[src/sv/kor_pkg.sv]
// Shared types and constants of the keyword and operator recognizer.
// Used by kor_transition, kor_scanner and keyword_operator_recognizer.
// No dependencies.
package kor_pkg;

   localparam int CH_W    = 8;
   localparam int CODE_W  = 5;
   localparam int ADV_W   = 8;

   localparam logic [ADV_W-1:0] ADVANCE_MAX = 8'd255;

   localparam logic [CH_W-1:0] CH_NUL   = 8'h00;
   localparam logic [CH_W-1:0] CH_SPACE = 8'h20;
   localparam logic [CH_W-1:0] CH_BANG  = 8'h21;
   localparam logic [CH_W-1:0] CH_QUOTE = 8'h22;
   localparam logic [CH_W-1:0] CH_Z     = 8'h7A;

   typedef enum logic [5:0] {
      S_INIT, S_T1, S_T2, S_V1, S_V2, S_I1, S_I2, S_I3, S_I4, S_BANG,
      S_W1, S_W2, S_W3, S_W4, S_P1, S_P2, S_P3, S_P4,
      S_E1, S_E2, S_E3, S_E4, S_S1, S_S2, S_S3, S_F1, S_F2, S_F3,
      S_R1, S_R2, S_R3, S_R4, S_R5, S_EQ, S_PLUS, S_MINUS, S_FINAL
   } scan_state_type;

   typedef enum logic [CODE_W-1:0] {
      TOK_NONE, TOK_QUOTE, TOK_MUL, TOK_DIV, TOK_LPAREN, TOK_RPAREN,
      TOK_COLON, TOK_COMMA, TOK_TAN, TOK_VAR, TOK_IF, TOK_INPUT,
      TOK_WHILE, TOK_PRINT, TOK_ELSE, TOK_ELIF, TOK_SQRT, TOK_FUNC,
      TOK_RETURN, TOK_GT, TOK_LT, TOK_ASSIGN, TOK_EQ, TOK_ADD,
      TOK_ADD_ASSIGN, TOK_SUB, TOK_SUB_ASSIGN, TOK_NE
   } token_code_type;

   // One step of the table: where it goes and the code it carries.
   typedef struct packed {
      scan_state_type next_state;
      token_code_type code;
   } arc_type;

   // What the scanner hands to the output register for the current beat.
   typedef struct packed {
      logic                 emit;
      token_code_type       code;
      logic [ADV_W-1:0]     advance;
   } result_type;

endpackage

[src/sv/kor_transition.sv]
// Transition table of the recognizer: current state and character in,
// next state and transition code out. Purely combinational; uses kor_pkg.
module kor_transition import kor_pkg::*; (
   input  scan_state_type  state,
   input  logic [CH_W-1:0] ch,
   output arc_type         arc
);

   arc_type fallback;

   // A character with no arc ends the attempt; after '=', '+' and '-' the
   // pending one-character operator is what gets reported.
   always_comb begin
      unique case (state)
         S_EQ:    fallback = arc_type'{S_FINAL, TOK_ASSIGN};
         S_PLUS:  fallback = arc_type'{S_FINAL, TOK_ADD};
         S_MINUS: fallback = arc_type'{S_FINAL, TOK_SUB};
         default: fallback = arc_type'{S_FINAL, TOK_NONE};
      endcase
   end

   always_comb begin
      arc = fallback;
      unique case (state)
         S_INIT: begin
            unique case (ch)
               CH_SPACE: arc = arc_type'{S_INIT,  TOK_NONE};
               CH_QUOTE: arc = arc_type'{S_FINAL, TOK_QUOTE};
               "*":      arc = arc_type'{S_FINAL, TOK_MUL};
               "/":      arc = arc_type'{S_FINAL, TOK_DIV};
               "(":      arc = arc_type'{S_FINAL, TOK_LPAREN};
               ")":      arc = arc_type'{S_FINAL, TOK_RPAREN};
               ":":      arc = arc_type'{S_FINAL, TOK_COLON};
               ",":      arc = arc_type'{S_FINAL, TOK_COMMA};
               "t":      arc = arc_type'{S_T1,    TOK_NONE};
               "v":      arc = arc_type'{S_V1,    TOK_NONE};
               "i":      arc = arc_type'{S_I1,    TOK_NONE};
               CH_BANG:  arc = arc_type'{S_BANG,  TOK_NONE};
               "w":      arc = arc_type'{S_W1,    TOK_NONE};
               "p":      arc = arc_type'{S_P1,    TOK_NONE};
               "e":      arc = arc_type'{S_E1,    TOK_NONE};
               "s":      arc = arc_type'{S_S1,    TOK_NONE};
               "f":      arc = arc_type'{S_F1,    TOK_NONE};
               "r":      arc = arc_type'{S_R1,    TOK_NONE};
               ">":      arc = arc_type'{S_FINAL, TOK_GT};
               "<":      arc = arc_type'{S_FINAL, TOK_LT};
               "=":      arc = arc_type'{S_EQ,    TOK_ASSIGN};
               "+":      arc = arc_type'{S_PLUS,  TOK_ADD};
               "-":      arc = arc_type'{S_MINUS, TOK_NONE};
               default:  arc = fallback;
            endcase
         end
         S_T1: if (ch == "a") arc = arc_type'{S_T2,    TOK_NONE};
         S_T2: if (ch == "n") arc = arc_type'{S_FINAL, TOK_TAN};
         S_V1: if (ch == "a") arc = arc_type'{S_V2,    TOK_NONE};
         S_V2: if (ch == "r") arc = arc_type'{S_FINAL, TOK_VAR};
         S_I1: begin
            if (ch == "f") arc = arc_type'{S_FINAL, TOK_IF};
            else if (ch == "n") arc = arc_type'{S_I2, TOK_NONE};
         end
         S_I2: if (ch == "p") arc = arc_type'{S_I3,    TOK_NONE};
         S_I3: if (ch == "u") arc = arc_type'{S_I4,    TOK_NONE};
         S_I4: if (ch == "t") arc = arc_type'{S_FINAL, TOK_INPUT};
         S_BANG: if (ch == "=") arc = arc_type'{S_FINAL, TOK_NE};
         S_W1: if (ch == "h") arc = arc_type'{S_W2,    TOK_NONE};
         S_W2: if (ch == "i") arc = arc_type'{S_W3,    TOK_NONE};
         S_W3: if (ch == "l") arc = arc_type'{S_W4,    TOK_NONE};
         S_W4: if (ch == "e") arc = arc_type'{S_FINAL, TOK_WHILE};
         S_P1: if (ch == "r") arc = arc_type'{S_P2,    TOK_NONE};
         S_P2: if (ch == "i") arc = arc_type'{S_P3,    TOK_NONE};
         S_P3: if (ch == "n") arc = arc_type'{S_P4,    TOK_NONE};
         S_P4: if (ch == "t") arc = arc_type'{S_FINAL, TOK_PRINT};
         S_E1: if (ch == "l") arc = arc_type'{S_E2,    TOK_NONE};
         S_E2: begin
            if (ch == "s") arc = arc_type'{S_E3, TOK_NONE};
            else if (ch == "i") arc = arc_type'{S_E4, TOK_NONE};
         end
         S_E3: if (ch == "e") arc = arc_type'{S_FINAL, TOK_ELSE};
         S_E4: if (ch == "f") arc = arc_type'{S_FINAL, TOK_ELIF};
         S_S1: if (ch == "q") arc = arc_type'{S_S2,    TOK_NONE};
         S_S2: if (ch == "r") arc = arc_type'{S_S3,    TOK_NONE};
         S_S3: if (ch == "t") arc = arc_type'{S_FINAL, TOK_SQRT};
         S_F1: if (ch == "u") arc = arc_type'{S_F2,    TOK_NONE};
         S_F2: if (ch == "n") arc = arc_type'{S_F3,    TOK_NONE};
         S_F3: if (ch == "c") arc = arc_type'{S_FINAL, TOK_FUNC};
         S_R1: if (ch == "e") arc = arc_type'{S_R2,    TOK_NONE};
         S_R2: if (ch == "t") arc = arc_type'{S_R3,    TOK_NONE};
         S_R3: if (ch == "u") arc = arc_type'{S_R4,    TOK_NONE};
         S_R4: if (ch == "r") arc = arc_type'{S_R5,    TOK_NONE};
         S_R5: if (ch == "n") arc = arc_type'{S_FINAL, TOK_RETURN};
         S_EQ:    if (ch == "=") arc = arc_type'{S_FINAL, TOK_EQ};
         S_PLUS:  if (ch == "=") arc = arc_type'{S_FINAL, TOK_ADD_ASSIGN};
         S_MINUS: if (ch == "=") arc = arc_type'{S_FINAL, TOK_SUB_ASSIGN};
         default: arc = fallback;
      endcase
   end

endmodule

[src/sv/kor_scanner.sv]
// Scan state of the recognizer: table state, pending code and character
// count, plus the result of the current beat. Uses kor_pkg, kor_transition.
module kor_scanner import kor_pkg::*; (
   input  logic            clock,
   input  logic            reset,
   input  logic            step,
   input  logic [CH_W-1:0] ch,
   output result_type      res
);

   scan_state_type    state_ff, state_in;
   token_code_type    pending_ff, pending_in;
   logic [ADV_W-1:0]  count_ff, count_in;
   logic [ADV_W-1:0]  count_inc;
   arc_type           arc;

   kor_transition u_transition (
      .state (state_ff),
      .ch    (ch),
      .arc   (arc)
   );

   // Bare + and - end on a character they do not consume.
   function automatic logic [ADV_W-1:0] advance_of(token_code_type code,
                                                   logic [ADV_W-1:0] cnt);
      logic [ADV_W-1:0] adv;
      if (code == TOK_NONE) begin
         adv = '0;
      end else if (code == TOK_ADD || code == TOK_SUB) begin
         adv = (cnt != '0) ? cnt - 1'b1 : '0;
      end else begin
         adv = cnt;
      end
      return adv;
   endfunction

   assign count_inc = (count_ff < ADVANCE_MAX) ? count_ff + 1'b1 : count_ff;

   always_comb begin
      res        = '{emit: 1'b0, code: TOK_NONE, advance: '0};
      state_in   = arc.next_state;
      pending_in = arc.code;
      count_in   = count_inc;
      priority if (ch == CH_NUL) begin
         res = '{emit: 1'b1, code: pending_ff,
                 advance: advance_of(pending_ff, count_ff)};
      end else if (ch > CH_Z) begin
         res = '{emit: 1'b1, code: TOK_NONE, advance: '0};
      end else if (arc.next_state == S_FINAL) begin
         res = '{emit: 1'b1, code: arc.code,
                 advance: advance_of(arc.code, count_inc)};
      end
      // Every result starts the next attempt from scratch.
      if (res.emit) begin
         state_in   = S_INIT;
         pending_in = TOK_NONE;
         count_in   = '0;
      end
   end

   always_ff @(posedge clock) begin
      if (reset) begin
         state_ff   <= S_INIT;
         pending_ff <= TOK_NONE;
         count_ff   <= '0;
      end else if (step) begin
         state_ff   <= state_in;
         pending_ff <= pending_in;
         count_ff   <= count_in;
      end
   end

`ifndef NO_ASSERTIONS
   a_final_not_held: assert property (@(posedge clock) disable iff (reset)
      state_ff != S_FINAL)
      else $error("scanner holds the final state");

   a_pending_kinds: assert property (@(posedge clock) disable iff (reset)
      pending_ff == TOK_NONE || pending_ff == TOK_ASSIGN || pending_ff == TOK_ADD)
      else $error("pending code is not one that can be reported on a zero byte");

   a_restart_after_result: assert property (@(posedge clock) disable iff (reset)
      step && res.emit |=> state_ff == S_INIT && pending_ff == TOK_NONE
                           && count_ff == '0)
      else $error("scanner did not restart after a result");
`endif

endmodule

[src/sv/keyword_operator_recognizer.sv]
// Keyword and operator recognizer, top level.
// Takes one character per beat on the req_ channel and reports each
// recognized token on the rsp_ channel with the number of characters it
// consumed. Leading spaces count toward that number.
// An attempt ends on the table's final state, on a zero byte (not counted)
// or on a byte above 'z' (reported as no token, advance 0).
// Bare + and - report one character less, since the character that ended
// them is not part of the token. The count saturates at 255.
// An accepted character is held in ch_ff and scanned against the scan
// state; a result it ends is registered in code_ff and advance_ff for rsp_.
// Throughput: one character per cycle unless a result waits on rsp_ready;
// the scan state feeds back through the single kor_transition lookup.
// A result waiting in the output register does not stop the scan: beats
// that end no attempt keep flowing, and only a beat that would produce a
// second result waits for rsp_ready.
// Reset empties the input and output registers and restarts the scan.
// Depends on kor_pkg and kor_scanner.
module keyword_operator_recognizer import kor_pkg::*; (
   input  logic               clock,
   input  logic               reset,
   input  logic               req_valid,
   output logic               req_ready,
   input  logic [CH_W-1:0]    req_ch,
   output logic               rsp_valid,
   input  logic               rsp_ready,
   output logic [CODE_W-1:0]  rsp_token_code,
   output logic [ADV_W-1:0]   rsp_advance
);

   logic              in_valid_ff, in_valid_in;
   logic [CH_W-1:0]   ch_ff;
   logic              out_valid_ff, out_valid_in;
   token_code_type    code_ff;
   logic [ADV_W-1:0]  advance_ff;
   logic              step;
   result_type        res;

   kor_scanner u_scanner (
      .clock (clock),
      .reset (reset),
      .step  (step),
      .ch    (ch_ff),
      .res   (res)
   );

   assign step      = in_valid_ff && (!res.emit || !out_valid_ff || rsp_ready);
   assign req_ready = !in_valid_ff || step;

   always_comb begin
      in_valid_in = in_valid_ff;
      if (req_valid && req_ready) begin
         in_valid_in = 1'b1;
      end else if (step) begin
         in_valid_in = 1'b0;
      end
      out_valid_in = out_valid_ff;
      if (step && res.emit) begin
         out_valid_in = 1'b1;
      end else if (rsp_ready) begin
         out_valid_in = 1'b0;
      end
   end

   always_ff @(posedge clock) begin
      if (reset) begin
         in_valid_ff  <= 1'b0;
         out_valid_ff <= 1'b0;
      end else begin
         in_valid_ff  <= in_valid_in;
         out_valid_ff <= out_valid_in;
      end
   end

   always_ff @(posedge clock) begin
      if (req_valid && req_ready) begin
         ch_ff <= req_ch;
      end
      if (step && res.emit) begin
         code_ff    <= res.code;
         advance_ff <= res.advance;
      end
   end

   assign rsp_valid      = out_valid_ff;
   assign rsp_token_code = code_ff;
   assign rsp_advance    = advance_ff;

`ifndef NO_ASSERTIONS
   a_none_has_no_advance: assert property (@(posedge clock) disable iff (reset)
      out_valid_ff |-> (code_ff != TOK_NONE || advance_ff == '0))
      else $error("result without a token carries a nonzero advance");

   a_code_in_range: assert property (@(posedge clock) disable iff (reset)
      out_valid_ff |-> code_ff <= TOK_NE)
      else $error("result code out of range");

   a_blocked_beat_held: assert property (@(posedge clock) disable iff (reset)
      in_valid_ff && !step |=> in_valid_ff && $stable(ch_ff))
      else $error("a blocked input beat was lost or changed");
`endif

endmodule
[config.mk]
export PLATFORM = sky130hd
export DESIGN_NAME = keyword_operator_recognizer
export DESIGN_NICKNAME = d
export VERILOG_FILES = /design/src/sv/kor_pkg.sv /design/src/sv/kor_transition.sv /design/src/sv/kor_scanner.sv /design/src/sv/keyword_operator_recognizer.sv
export SDC_FILE = /design/constraint.sdc
export NUM_CORES = 1
export LEC_CHECK = 0
export ABC_AREA = 0
export ABC_CLOCK_PERIOD_IN_PS = 4700
export CELL_PAD_IN_SITES_DETAIL_PLACEMENT = 1
export CELL_PAD_IN_SITES_GLOBAL_PLACEMENT = 1
export CORE_ASPECT_RATIO = 1.1
export CORE_MARGIN = 4
export CORE_UTILIZATION = 49
export DETAILED_ROUTE_END_ITERATION = 8
export DONT_BUFFER_PORTS = 1
export MAX_ROUTING_LAYER = met4
export PLACE_DENSITY_LB_ADDON = 0.25
export SYNTH_ARGS = -nofsm -noshare
export SYNTH_HDL_FRONTEND = slang
export SYNTH_SLANG_ARGS = --single-unit
[constraint.sdc]
create_clock -name clock -period 4.7 [get_ports clock]
set_clock_uncertainty 0.1 [all_clocks]
set_input_delay 0 -clock clock [delete_from_list [all_inputs] [get_ports clock]]
set_output_delay 0 -clock clock [all_outputs]
set_load 0.05 [all_outputs]
### After elaboration in Yosys (flattened, before gate mapping)

Cells that the tools add are included.

* register bits: 42
* input bits: 12
* output and inout port bits: 15
* word-level logic and storage cells: 159

* add/subtract/negate cells: 3
* magnitude comparators: 2
* equality and inequality tests: 70
* muxes and demuxes: 57
* reduce and logical (&&, ||, !) cells: 19

Operators by type and width (number)
* two-way mux 11 bit: 37
* one-hot mux 11 bit (36 select lines): 1
* one-hot mux 11 bit (23 select lines): 1
* == test 8 x 7 -> 1 bit (second input constant): 16
* == test 8 x 6 -> 1 bit (second input constant): 14
* == test 6 x 5 -> 1 bit (second input constant): 16
* two-way mux 8 bit: 8
* == test 6 x 4 -> 1 bit (second input constant): 8
* two-way mux 14 bit: 3
* == test 6 bit (second input constant): 5
* == test 6 x 3 -> 1 bit (second input constant): 4
* == test 5 bit (second input constant): 4
* nonzero test 8 bit: 2
* subtractor 8 x 1 -> 8 bit (second input constant): 2
* one-hot mux 5 bit (3 select lines): 1
* == test 6 x 2 -> 1 bit (second input constant): 2
* logical NOT 5 bit: 2
* adder 8 x 1 -> 8 bit (second input constant): 1
* > comparator 8 x 7 -> 1 bit (second input constant): 1
* logical NOT 8 bit: 1
* less-than comparator 8 bit (second input constant): 1
* == test 6 x 1 -> 1 bit (second input constant): 1
* logical NOT 6 bit: 1
* two-way mux 6 bit: 1
* other kinds (6): 18

### Depth between registers and ports, before layout

Gate-level depths: netlist of run 1.

* depth after elaboration: 19
* mapped depth: 12

### Cells and area by module

Synthesis of run 1 repeated with hierarchy kept, for this count alone.

* cell total of the unflattened synthesis: 558
* area, all modules: 4272.8 um^2

By module, submodules not included
* kor_transition: instances 1, cells each 299, area an instance 1808.0 um^2, sequential area each 0.0 um^2
* kor_scanner: instances 1, cells each 226, area an instance 1730.4 um^2, sequential area each 380.4 um^2
* keyword_operator_recognizer: instances 1, cells each 33, area an instance 734.5 um^2, sequential area each 670.6 um^2

### Least setup slack after synthesis of run 1

Ideal clock, no wire load.

* path type: reg2reg
* from: register ch_ff[3]
* to: register ch_ff[0] (enable)
* setup time: 0.332 ns
* data arrival time: 3.056 ns
* required time: 4.268 ns
* path slack: 1.212 ns
* stages on the path, launching flop included: 11
* period minus slack after synthesis: 3.488 ns
* cells stage by stage: edfxtp_1 buf_6 or4b_1 buf_2 nand3_1 o211ai_1 or4_4 a2111oi_4 a21o_4 or3_1 and2_1

* word-level cells in the longest chain between the ends: 14
* elaborated cells on any way between the ends: 66
* those cells by class: order compare: 1; eq/ne: 30; mux: 28; reduce/logical: 7

Ends and longest elaborated chain
* start, declared: RTL line keyword_operator_recognizer.sv:31 `logic [CH_W-1:0] ch_ff;`
* start signal, assigned: RTL line keyword_operator_recognizer.sv:76 `ch_ff <= req_ch;`
* branches (longest 7 deep; another with one-hot mux 11 bit (36 select lines))
* two-way mux 14 bit (*): RTL line kor_scanner.sv:44 `priority if (ch == CH_NUL) begin`
* logical NOT 1 bit (*): RTL line keyword_operator_recognizer.sv:46 `assign step = in_valid_ff && (!res.emit || !out_valid_ff || rsp_ready);`
* logical OR 1 bit (*) (2 in series): RTL line keyword_operator_recognizer.sv:46
* logical AND 1 bit (*): RTL line keyword_operator_recognizer.sv:46
* logical OR 1 bit (*): RTL line keyword_operator_recognizer.sv:47 `assign req_ready = !in_valid_ff || step;`
* net req_ready: RTL line keyword_operator_recognizer.sv:22 `output logic req_ready,`
* logical AND 1 bit (*): RTL line keyword_operator_recognizer.sv:75 `if (req_valid && req_ready) begin`

Mark *: on every way through the listed nets, which the timed path passes.
A chain may end at the register's enable or synchronous reset.

### Worst setup path after layout of run 1

* from: register u_scanner.state_ff[3]
* to: register in_valid_ff

* word-level cells in the longest chain between the ends: 13
* elaborated cells on any way between the ends: 49
* those cells by class: eq/ne: 36; mux: 5; reduce/logical: 8

Ends and longest elaborated chain
* start, declared: RTL line kor_scanner.sv:11 `scan_state_type state_ff, state_in;`
* start signal, assigned: RTL line kor_scanner.sv:67 `state_ff <= state_in;`
* == test 6 bit (tied with other cells): RTL line kor_transition.sv:24 `unique case (state)`
* one-hot mux 11 bit (36 select lines) (*): RTL line kor_transition.sv:24
* == test 6 bit (*): RTL line kor_scanner.sv:49 `end else if (arc.next_state == S_FINAL) begin`
* two-way mux 14 bit (*): RTL line kor_scanner.sv:49
* two-way mux 14 bit (*): RTL line kor_scanner.sv:47 `end else if (ch > CH_Z) begin`
* two-way mux 14 bit (*): RTL line kor_scanner.sv:44
* logical NOT 1 bit (*): RTL line keyword_operator_recognizer.sv:46
* logical OR 1 bit (*) (2 in series): RTL line keyword_operator_recognizer.sv:46
* logical AND 1 bit (*): RTL line keyword_operator_recognizer.sv:46
* logical OR 1 bit: RTL line keyword_operator_recognizer.sv:47
* logical AND 1 bit: RTL line keyword_operator_recognizer.sv:51 `if (req_valid && req_ready) begin`
* two-way mux 1 bit / nonzero test 2 bit (equally long branches)
* end signal, assigned: RTL line keyword_operator_recognizer.sv:69 `in_valid_ff <= in_valid_in;`
* end, declared: RTL line keyword_operator_recognizer.sv:30 `logic in_valid_ff, in_valid_in;`

Mark *: on every way between the ends. The rest lies on a longest branch, timed or not.

==> impl_summary.log, run 1 <==
INFO  metric outcome = completed
INFO  metric cts.sinks = 42
INFO  metric routability_driven_placement_congestion_ratio = ~1.1
INFO  metric worstSetupStartpoint = u_scanner.state_ff[3]
INFO  metric start_kind = flip-flop
INFO  metric synthesis.area_per_instance = 7.84 um2
INFO  metric post_cts_resized = 0
INFO  metric final_critical_path_setup_slack = approximately 0.43 ns
INFO  metric dp_cells = 693
INFO  metric cp_slowest_cell = sky130_fd_sc_hd__dfxtp_1
INFO  metric worst_path_largest_cell_delay = between 0.8 and 0.9 ns
INFO  metric drc_errors = 0
INFO  metric hold_end = ch_ff[2]
INFO  metric netlist_area = between 0.004 and 0.005 mm2
INFO  metric hpwlAfterDp = between 10000 and 15000 um
INFO  metric dr_total_vias = approximately 5300
INFO  metric avgRoutedWirePerCell = between 20 and 30 um
INFO  metric reg2reg_slack = about 0.43 ns
INFO  metric first_global_vias = between 5000 and 6000
INFO  metric yosys_most_used_dff = sky130_fd_sc_hd__edfxtp_1
INFO  metric seq_total_area_yosys = about 22%
INFO  metric max-slew-margin-rel = between 30% and 40%
INFO  metric layout.cells.most_common = sky130_fd_sc_hd__nand2_1
INFO  metric postSynth.asyncResetShare = 0%
INFO  metric layout_common_cells = 50 x sky130_fd_sc_hd__nand2_1, 43 x sky130_fd_sc_hd__nor2_1, 30 x sky130_fd_sc_hd__nand3_1, 27 x sky130_fd_sc_hd__inv_1, 23 x sky130_fd_sc_hd__o21ai_0
INFO  metric ctsRootBufferMaster = sky130_fd_sc_hd__clkbuf_8
INFO  metric min-delay-path-class = in -> reg
INFO  metric die_y = ~110 um
INFO  metric antenna_found_initial = 0
INFO  metric fin_crit_sh = 90.9%
INFO  metric holdBufCountCts = 11
INFO  metric hold_sp = req_valid
INFO  metric finalSetupTns = 0 ns
INFO  metric max_freq = approximately 0.23 GHz
INFO  metric layout.cells.non_filler = slightly above 700
INFO  metric path_clk_slew = about 0.09 ns
INFO  metric max_slew_violation_count = 0
INFO  metric post_dp_cell_area = approximately 0.0048 mm2
INFO  metric fp.coreArea = 0.00940 mm2
INFO  metric post_dr_vias_cell = between 7 and 8
INFO  metric finish.utilization = roughly 53%
INFO  metric route.final.wire_length = around 19000 um
INFO  metric worst_hold_slack = approximately 0.056 ns
INFO  metric grt_pass1_wl = about 30000 um
INFO  metric timing_worst_setup_path_type = reg -> reg
INFO  metric num_io_pins = 27
INFO  metric setup_violations = 0
INFO  metric start_util = about half
INFO  metric io_port_bufs = 0
INFO  metric synth.lib_cells_used.distinct = approximately 90
INFO  metric gr-usage-all-layers = between 30% and 40%
INFO  metric timing_worst_slew_pin_value = ~1.0 ns
INFO  metric drtIter0Drc = around 470
INFO  metric total_power = 0.930 mW
INFO  metric drt-pass1-iter-count = 6
INFO  metric final_hold_viol_count = 0
INFO  metric postRouteAntennaNets = 0
INFO  metric r2r_start = u_scanner.state_ff[3]
INFO  metric synth.ff_latch_count = 42
INFO  metric synth.yosys.warnings = 0
INFO  metric worstReg2RegEnd = in_valid_ff
INFO  metric post_layout_inst_area = between 0.004 and 0.005 mm2
INFO  metric place_worst_setup_slack = 0.835 ns
INFO  metric worstHoldPathCells = 1
INFO  metric area_growth = 4.60%
INFO  metric cts_tree = done
INFO  metric cells_after_synthesis = slightly above 600
INFO  metric clk_latency = approximately 0.30 ns
INFO  metric setup.worst_path.end_class = flip-flop
INFO  metric synth-edff-count = 21
INFO  metric final.min_clock_period = 4.27 ns
INFO  metric power-per-cell-area = about 190 mW/mm2
INFO  metric leakagePower = about 1.4 nW
INFO  metric chipWidth = just over 100 um
INFO  metric critPathArrivalTime = around 4.4 ns
INFO  metric timing.reg2reg.worst_path_depth = 10
INFO  metric cts-root-to-sink-buffers = 2
INFO  metric syn_nets = ~620
INFO  metric cts_post_setup_buffers_inserted = 0
INFO  metric crit_chain = nor2b_1, nand3_1, a221oi_4, a21oi_1, and4b_1, a21o_4, or3_1, buf_4, a21oi_1, dlygate4sd3_1
INFO  metric timing.critical_path.mode_cell = sky130_fd_sc_hd__a21oi_1
INFO  metric maxcap_viol_count = 0
INFO  metric die_area = 0.0114 mm2
INFO  metric vdd.ir_drop.worst = ~0.17 mV
INFO  metric highest_net_fanout_along_the_worst_path = 21
INFO  metric net_count_reported_at_finish = just over 600
INFO  metric layout-drive-gt1-share = roughly 11%
INFO  metric antenna_cells_inserted = 0
INFO  metric tritoncts.num_buffers = 5
INFO  metric globalRouteOverflowTotal = 0
INFO  metric cts_htree_levels = 2
INFO  metric unrepaired_setup_endpoints_after_global_routing = no
INFO  metric maximum_number_of_pins_on_one_net_before_global_route_repair = 26
INFO  metric rows = 37
INFO  metric critical_path_required = a little under 5 ns
state kept, by name (all words and copies together) (netlist names):
name                  flops
ch_ff                     8
in_valid_ff               1
rsp_advance               8
rsp_token_code            5
rsp_valid                 1
u_scanner.count_ff        8
u_scanner.pending_ff      5
u_scanner.state_ff        6
where the power goes:
part | switching [mW] | internal [mW]
Combinational | 0.140 | 0.0842
Sequential | 0.0637 | 0.404
Clock | 0.135 | 0.103
final cells by class:
type,count,area (um2)
clock buffer,6,72.6
timing repair buffer,32,268
sequential,42,1050
fill,1182,4420
tap,117,146
clock inverter,2,10.0
multi-input combinational,486,3330
inverter,27,101
cell usage after synthesis (6+ instances only):
cell type	n	area, um2
sky130_fd_sc_hd__and2_1	8	50.1
sky130_fd_sc_hd__nand2b_1	21	131
sky130_fd_sc_hd__nor4bb_1	7	70.1
sky130_fd_sc_hd__xnor2_1	8	70.1
sky130_fd_sc_hd__dfxtp_1	21	420
sky130_fd_sc_hd__clkbuf_1	13	48.8
sky130_fd_sc_hd__buf_4	7	52.6
sky130_fd_sc_hd__a211oi_1	7	52.6
sky130_fd_sc_hd__a22oi_1	7	52.6
sky130_fd_sc_hd__nor2_1	43	161
sky130_fd_sc_hd__inv_1	27	101
sky130_fd_sc_hd__edfxtp_1	21	631
sky130_fd_sc_hd__nand3_1	30	150
sky130_fd_sc_hd__nor3_1	19	95.1
sky130_fd_sc_hd__o2111ai_1	8	70.1
sky130_fd_sc_hd__a31oi_1	10	62.6
sky130_fd_sc_hd__nand2_1	50	188
sky130_fd_sc_hd__o22ai_2	6	75.1
sky130_fd_sc_hd__o22ai_1	11	68.8
sky130_fd_sc_hd__nor4b_1	12	105
sky130_fd_sc_hd__o21ai_0	23	115
sky130_fd_sc_hd__nand4_1	12	75.1
sky130_fd_sc_hd__nor2b_1	18	113
sky130_fd_sc_hd__o31ai_1	8	60.1
sky130_fd_sc_hd__o211ai_1	7	52.6
sky130_fd_sc_hd__nor4_1	9	56.3
sky130_fd_sc_hd__and4b_1	6	60.1
sky130_fd_sc_hd__buf_2	24	120
sky130_fd_sc_hd__a21oi_1	22	110
routing by layer:
| layer | global-route usage, % | wire length, um | share of wire [%] |
|---|---|---|---|
| met1 | 42.3 | 7300 | 39 |
| met2 | 58.2 | 9390 | 50 |
| met3 | 4.07 | 1210 | 6.5 |
| met4 | 12.2 | 871 | 4.6 |
| met5 | - | 0 | 0 |
worst max-delay path by stage:
| stage | end | slack [ns] | cells past startpoint |
|---|---|---|---|
| 3_5_place_dp | ch_ff[1] | 0.84 | 9 |
| 2_1_floorplan | ch_ff[0] | 1.21 | 10 |
| 6_report | in_valid_ff | 0.43 | 10 |
| 3_3_place_gp | ch_ff[7] | 0.89 | 9 |
| 4_1_cts | in_valid_ff | 0.55 | 10 |
| 5_1_grt | in_valid_ff | 0.28 | 10 |
critical path, delay by kind of cell (launching register included):
kind	cells	cell delay [ns]
AND/OR/NAND/NOR	4	1.48
AO/OA/AOI/OAI	4	1.04
flip-flops	1	0.84
buffers and inverters	2	0.76
cells by family (layout without fill, tap and decap cells):
family / after synthesis / count (layout) / synth area share (%)
and+or+nand+nor: 282 / 282 / 34.9
AOI/OAI and AO/OA: 184 / 184 / 30.7
buffers and inverters: 79 / 67 / 8.10
DFF: 42 / 42 / 22.1
xor gates and xnor gates: 12 / 12 / 2.21
adders and majority gates: 5 / 5 / 1.31
muxes: 3 / 3 / 0.657
(Power assumes the default switching activity.)
==> run 2, diff against run 1 <==
--- a/config.mk
+++ b/config.mk
@@ -5,13 +5,13 @@
 export SDC_FILE = /design/constraint.sdc
 export NUM_CORES = 1
 export LEC_CHECK = 0
-export ABC_AREA = 0
+export ABC_AREA = 1
 export ABC_CLOCK_PERIOD_IN_PS = 4700
 export CELL_PAD_IN_SITES_DETAIL_PLACEMENT = 1
 export CELL_PAD_IN_SITES_GLOBAL_PLACEMENT = 1
 export CORE_ASPECT_RATIO = 1.1
 export CORE_MARGIN = 4
-export CORE_UTILIZATION = 49
+export CORE_UTILIZATION = 45
 export DETAILED_ROUTE_END_ITERATION = 8
 export DONT_BUFFER_PORTS = 1
 export MAX_ROUTING_LAYER = met4
==> run 2 against run 1 <==
  * Worst setup slack better by 0.48 ns
  * Non-clock buffer count is 16 lower
  * First-iteration DRC count is 57% lower
  * Count of clock-buffer cells in the layout stayed put
  * Power is 2.0% higher
  * Maximum frequency is 13% higher
  * Largest cell class unchanged
==> impl_summary.log, run 2 <==
INFO  metric outcome = completed
INFO  metric ctsRootBufferMaster = sky130_fd_sc_hd__clkbuf_8
INFO  metric crit_chain = inv_1, nor2_2, inv_1, nor2_1, nand2_1, nor3b_1, nand3b_1, nor2_1, nand2_2, nand2_2, nor2_4, nand3_1, a21oi_1, dlygate4sd3_1
INFO  metric start_kind = flip-flop
INFO  metric critPathArrivalTime = roughly 4.0 ns
INFO  metric worst_path_bufs_invs = 3
INFO  metric die_y = 109 um
INFO  metric library_cell_with_the_largest_summed_area_after_synthesis = sky130_fd_sc_hd__nand2_1
INFO  metric multiInputGateArea = approximately 0.0027 mm2
INFO  metric post-synth-top-count-cell = sky130_fd_sc_hd__nand2_1
INFO  metric antenna_cells_inserted = 0
INFO  metric rows = 36
INFO  metric total_power = between 0.9 and 1 mW
INFO  metric layout.cells.most_common = sky130_fd_sc_hd__nand2_1
INFO  metric fp.coreArea = 0.00892 mm2
INFO  metric tritoncts.num_buffers = 5
INFO  metric setup_violations = 0
INFO  metric final_hold_viol_count = 0
INFO  metric num_io_pins = 27
INFO  metric start_util = between 40% and 50%
INFO  metric gr-usage-all-layers = between 30 and 40%
INFO  metric syn_nets = a little over 700
INFO  metric path_clk_slew = 0.10 ns
INFO  metric net_count_reported_at_finish = roughly 730
INFO  metric first_global_vias = approximately 5200
INFO  metric timing_worst_slew_pin_value = around 0.84 ns
INFO  metric layout.filler_cells = 1304
INFO  metric max_freq = 0.264 GHz
INFO  metric clk_latency = between 0.3 and 0.4 ns
INFO  metric final.min_clock_period = around 3.8 ns
INFO  metric power-per-cell-area = 213 mW/mm2
INFO  metric commonest_cells_post_synth = 195 x sky130_fd_sc_hd__nand2_1, 108 x sky130_fd_sc_hd__nand3_1, 94 x sky130_fd_sc_hd__nor2_1, 85 x sky130_fd_sc_hd__inv_1, 31 x sky130_fd_sc_hd__a21oi_1
INFO  metric layout.cells.non_filler = about 830
INFO  metric seq_total_area_yosys = approximately a quarter
INFO  metric postSynth.asyncResetShare = 0%
INFO  metric synthesis.area_per_instance = approximately 5.9 um2
INFO  metric synth_top_cells_by_area = sky130_fd_sc_hd__nand2_1 18%, sky130_fd_sc_hd__edfxtp_1 15%, sky130_fd_sc_hd__nand3_1 13%
INFO  metric cts-root-to-sink-buffers = 2
INFO  metric io_port_bufs = 0
INFO  metric routability_driven_placement_congestion_ratio = 0.991
INFO  metric cts.sinks = between 40 and 50
INFO  metric post_dr_vias_cell = between 5 and 6
INFO  metric setup.worst_path.end_class = flip-flop
INFO  metric max-slew-margin-rel = between 40% and 50%
INFO  metric antenna_found_initial = 0
INFO  metric netlist_area = between 0.004 and 0.005 mm2
INFO  metric timing_worst_setup_path_type = reg -> reg
INFO  metric dp_cells = around 800
INFO  metric leakagePower = roughly 2.3 nW
INFO  metric synth-edff-count = 21
INFO  metric critical_path_required = a little under 5 ns
INFO  metric globalRouteOverflowTotal = 0
INFO  metric synth.ff_latch_count = 42
INFO  metric layout_common_cells = 195 x sky130_fd_sc_hd__nand2_1, 108 x sky130_fd_sc_hd__nand3_1, 94 x sky130_fd_sc_hd__nor2_1, 85 x sky130_fd_sc_hd__inv_1, 31 x sky130_fd_sc_hd__a21oi_1
INFO  metric layout-drive-gt1-share = 7.72%
INFO  metric min-delay-path-class = in -> reg
INFO  metric chipWidth = ~100 um
INFO  metric grt_pass1_wl = 26900 um
INFO  metric hpwlAfterDp = 12700 um
INFO  metric worst_hold_slack = 0.197 ns
INFO  metric post-synth-top-area-fraction = 17.6%
INFO  metric synth.lib_cells_used.distinct = 48
INFO  metric maxcap_viol_count = 0
INFO  metric route.final.wire_length = about 16000 um
INFO  metric cts_post_setup_buffers_inserted = 0
INFO  metric cts_htree_levels = 2
INFO  metric dr_total_vias = about 5000
INFO  metric synth.yosys.warnings = 0
INFO  metric cp_slowest_cell = sky130_fd_sc_hd__dlygate4sd3_1
INFO  metric cells_after_synthesis = between 700 and 800
INFO  metric final-seq-area = between 0.001 and 0.0015 mm2
INFO  metric drt-pass1-iter-count = 5
INFO  metric drtIter0Drc = roughly 200
INFO  metric highest_net_fanout_along_the_worst_path = 14
INFO  metric avgRoutedWirePerCell = 19.9 um
INFO  metric cpLargestDelayFamily = simple AND/OR/NAND/NOR gates
INFO  metric unrepaired_setup_endpoints_after_global_routing = no
INFO  metric cts_tree = done
INFO  metric drc_errors = 0
INFO  metric vdd.ir_drop.worst = between 0.15 and 0.2 mV
INFO  metric die_area = between 0.01 and 0.015 mm2
INFO  metric maximum_number_of_pins_on_one_net_before_global_route_repair = 23
INFO  metric max_slew_violation_count = 0
INFO  metric finalSetupTns = 0 ns
INFO  metric postRouteAntennaNets = 0
INFO  metric yosys_most_used_dff = sky130_fd_sc_hd__edfxtp_1
INFO  metric area_growth = 7.14%
INFO  metric fin_crit_sh = about four fifths
INFO  metric worst_path_largest_cell_delay = a little under 0.6 ns
[run 2: changes by cell type in the layout (fill, tap and decap cells not counted), sizes merged, moves of 9 or more]
cell,before,now
nand2b,21,0
nor2b,18,0
nor4b,12,0
o22ai,17,4
nand2,50,206
nor2,44,108
a21oi,22,31
inv,27,95
buf,21,4
a211oi,10,0
nor3,19,10
nand3,31,111
a31oi,10,0
[run 2: layer usage]
layer / track usage (%) / vias up / wire [um]
met4: 17.0 / 0 / 790
met5: - / - / 0
met2: 59.9 / 134 / 8770
li1: - / 2317 / -
met1: 35.4 / 2352 / 6360
met3: 2.62 / 54 / 487
[run 2: cells by family (layout without fill, tap and decap cells)]
logic type / Yosys count / count (layout) / synth area share (%)
compound gates: 72 / 72 / 10.1
simple gates: 463 / 463 / 50.4
xor+xnor: 9 / 9 / 1.90
buf+inv: 112 / 121 / 10.8
flops: 42 / 42 / 25.3
fa+ha+maj: 5 / 5 / 1.51
[run 2: final timing paths]
path | cells after the start | end | from | slack (ns)
max | 14 | in_valid_ff | u_scanner.state_ff[4] | 0.91
min | 1 | ch_ff[2] | req_ch[2] | 0.20
max reg2reg | 14 | in_valid_ff | u_scanner.state_ff[4] | 0.91
min reg2reg | 2 | u_scanner.pending_ff[3] | u_scanner.pending_ff[3] | 0.36
[run 2: what timing repair did]
action	4_1_cts	5_1_grt
endpoints found under the hold margin	37	0
resized for setup	0	0
hold buffers	12	0
[run 2: per-stage QoR]
stage / util (%) / worst slack [ns] / area, um2
finish: 49.9 / 0.910 / 4450
global route: 49.9 / 0.625 / 4450
CTS: 49.9 / 1.03 / 4450
detailed placement: 47.6 / 1.18 / 4240
global placement: 47.6 / 1.23 / 4240
floorplan: - / 1.81 / 4150
[run 2: area by class of cell]
| cell class | instances | area share (%) |
|---|---|---|
| Clock buffer | 6 | 1.63 |
| Sequential cell | 42 | 23.6 |
| Inverter | 97 | 8.18 |
| Clock inverter | 2 | 0.309 |
| Multi-Input combinational cell | 549 | 59.7 |
| Tap cell | 114 | 3.21 |
| Timing Repair Buffer | 16 | 3.37 |
[run 2: report_power, final]
| part | switching, mW | leakage, nW | internal (mW) |
|---|---|---|---|
| logic | 0.174 | 1.87 | 0.0652 |
| registers | 0.0576 | 0.372 | 0.409 |
| clock network | 0.138 | 0.0452 | 0.105 |
| total | 0.370 | 2.28 | 0.579 |
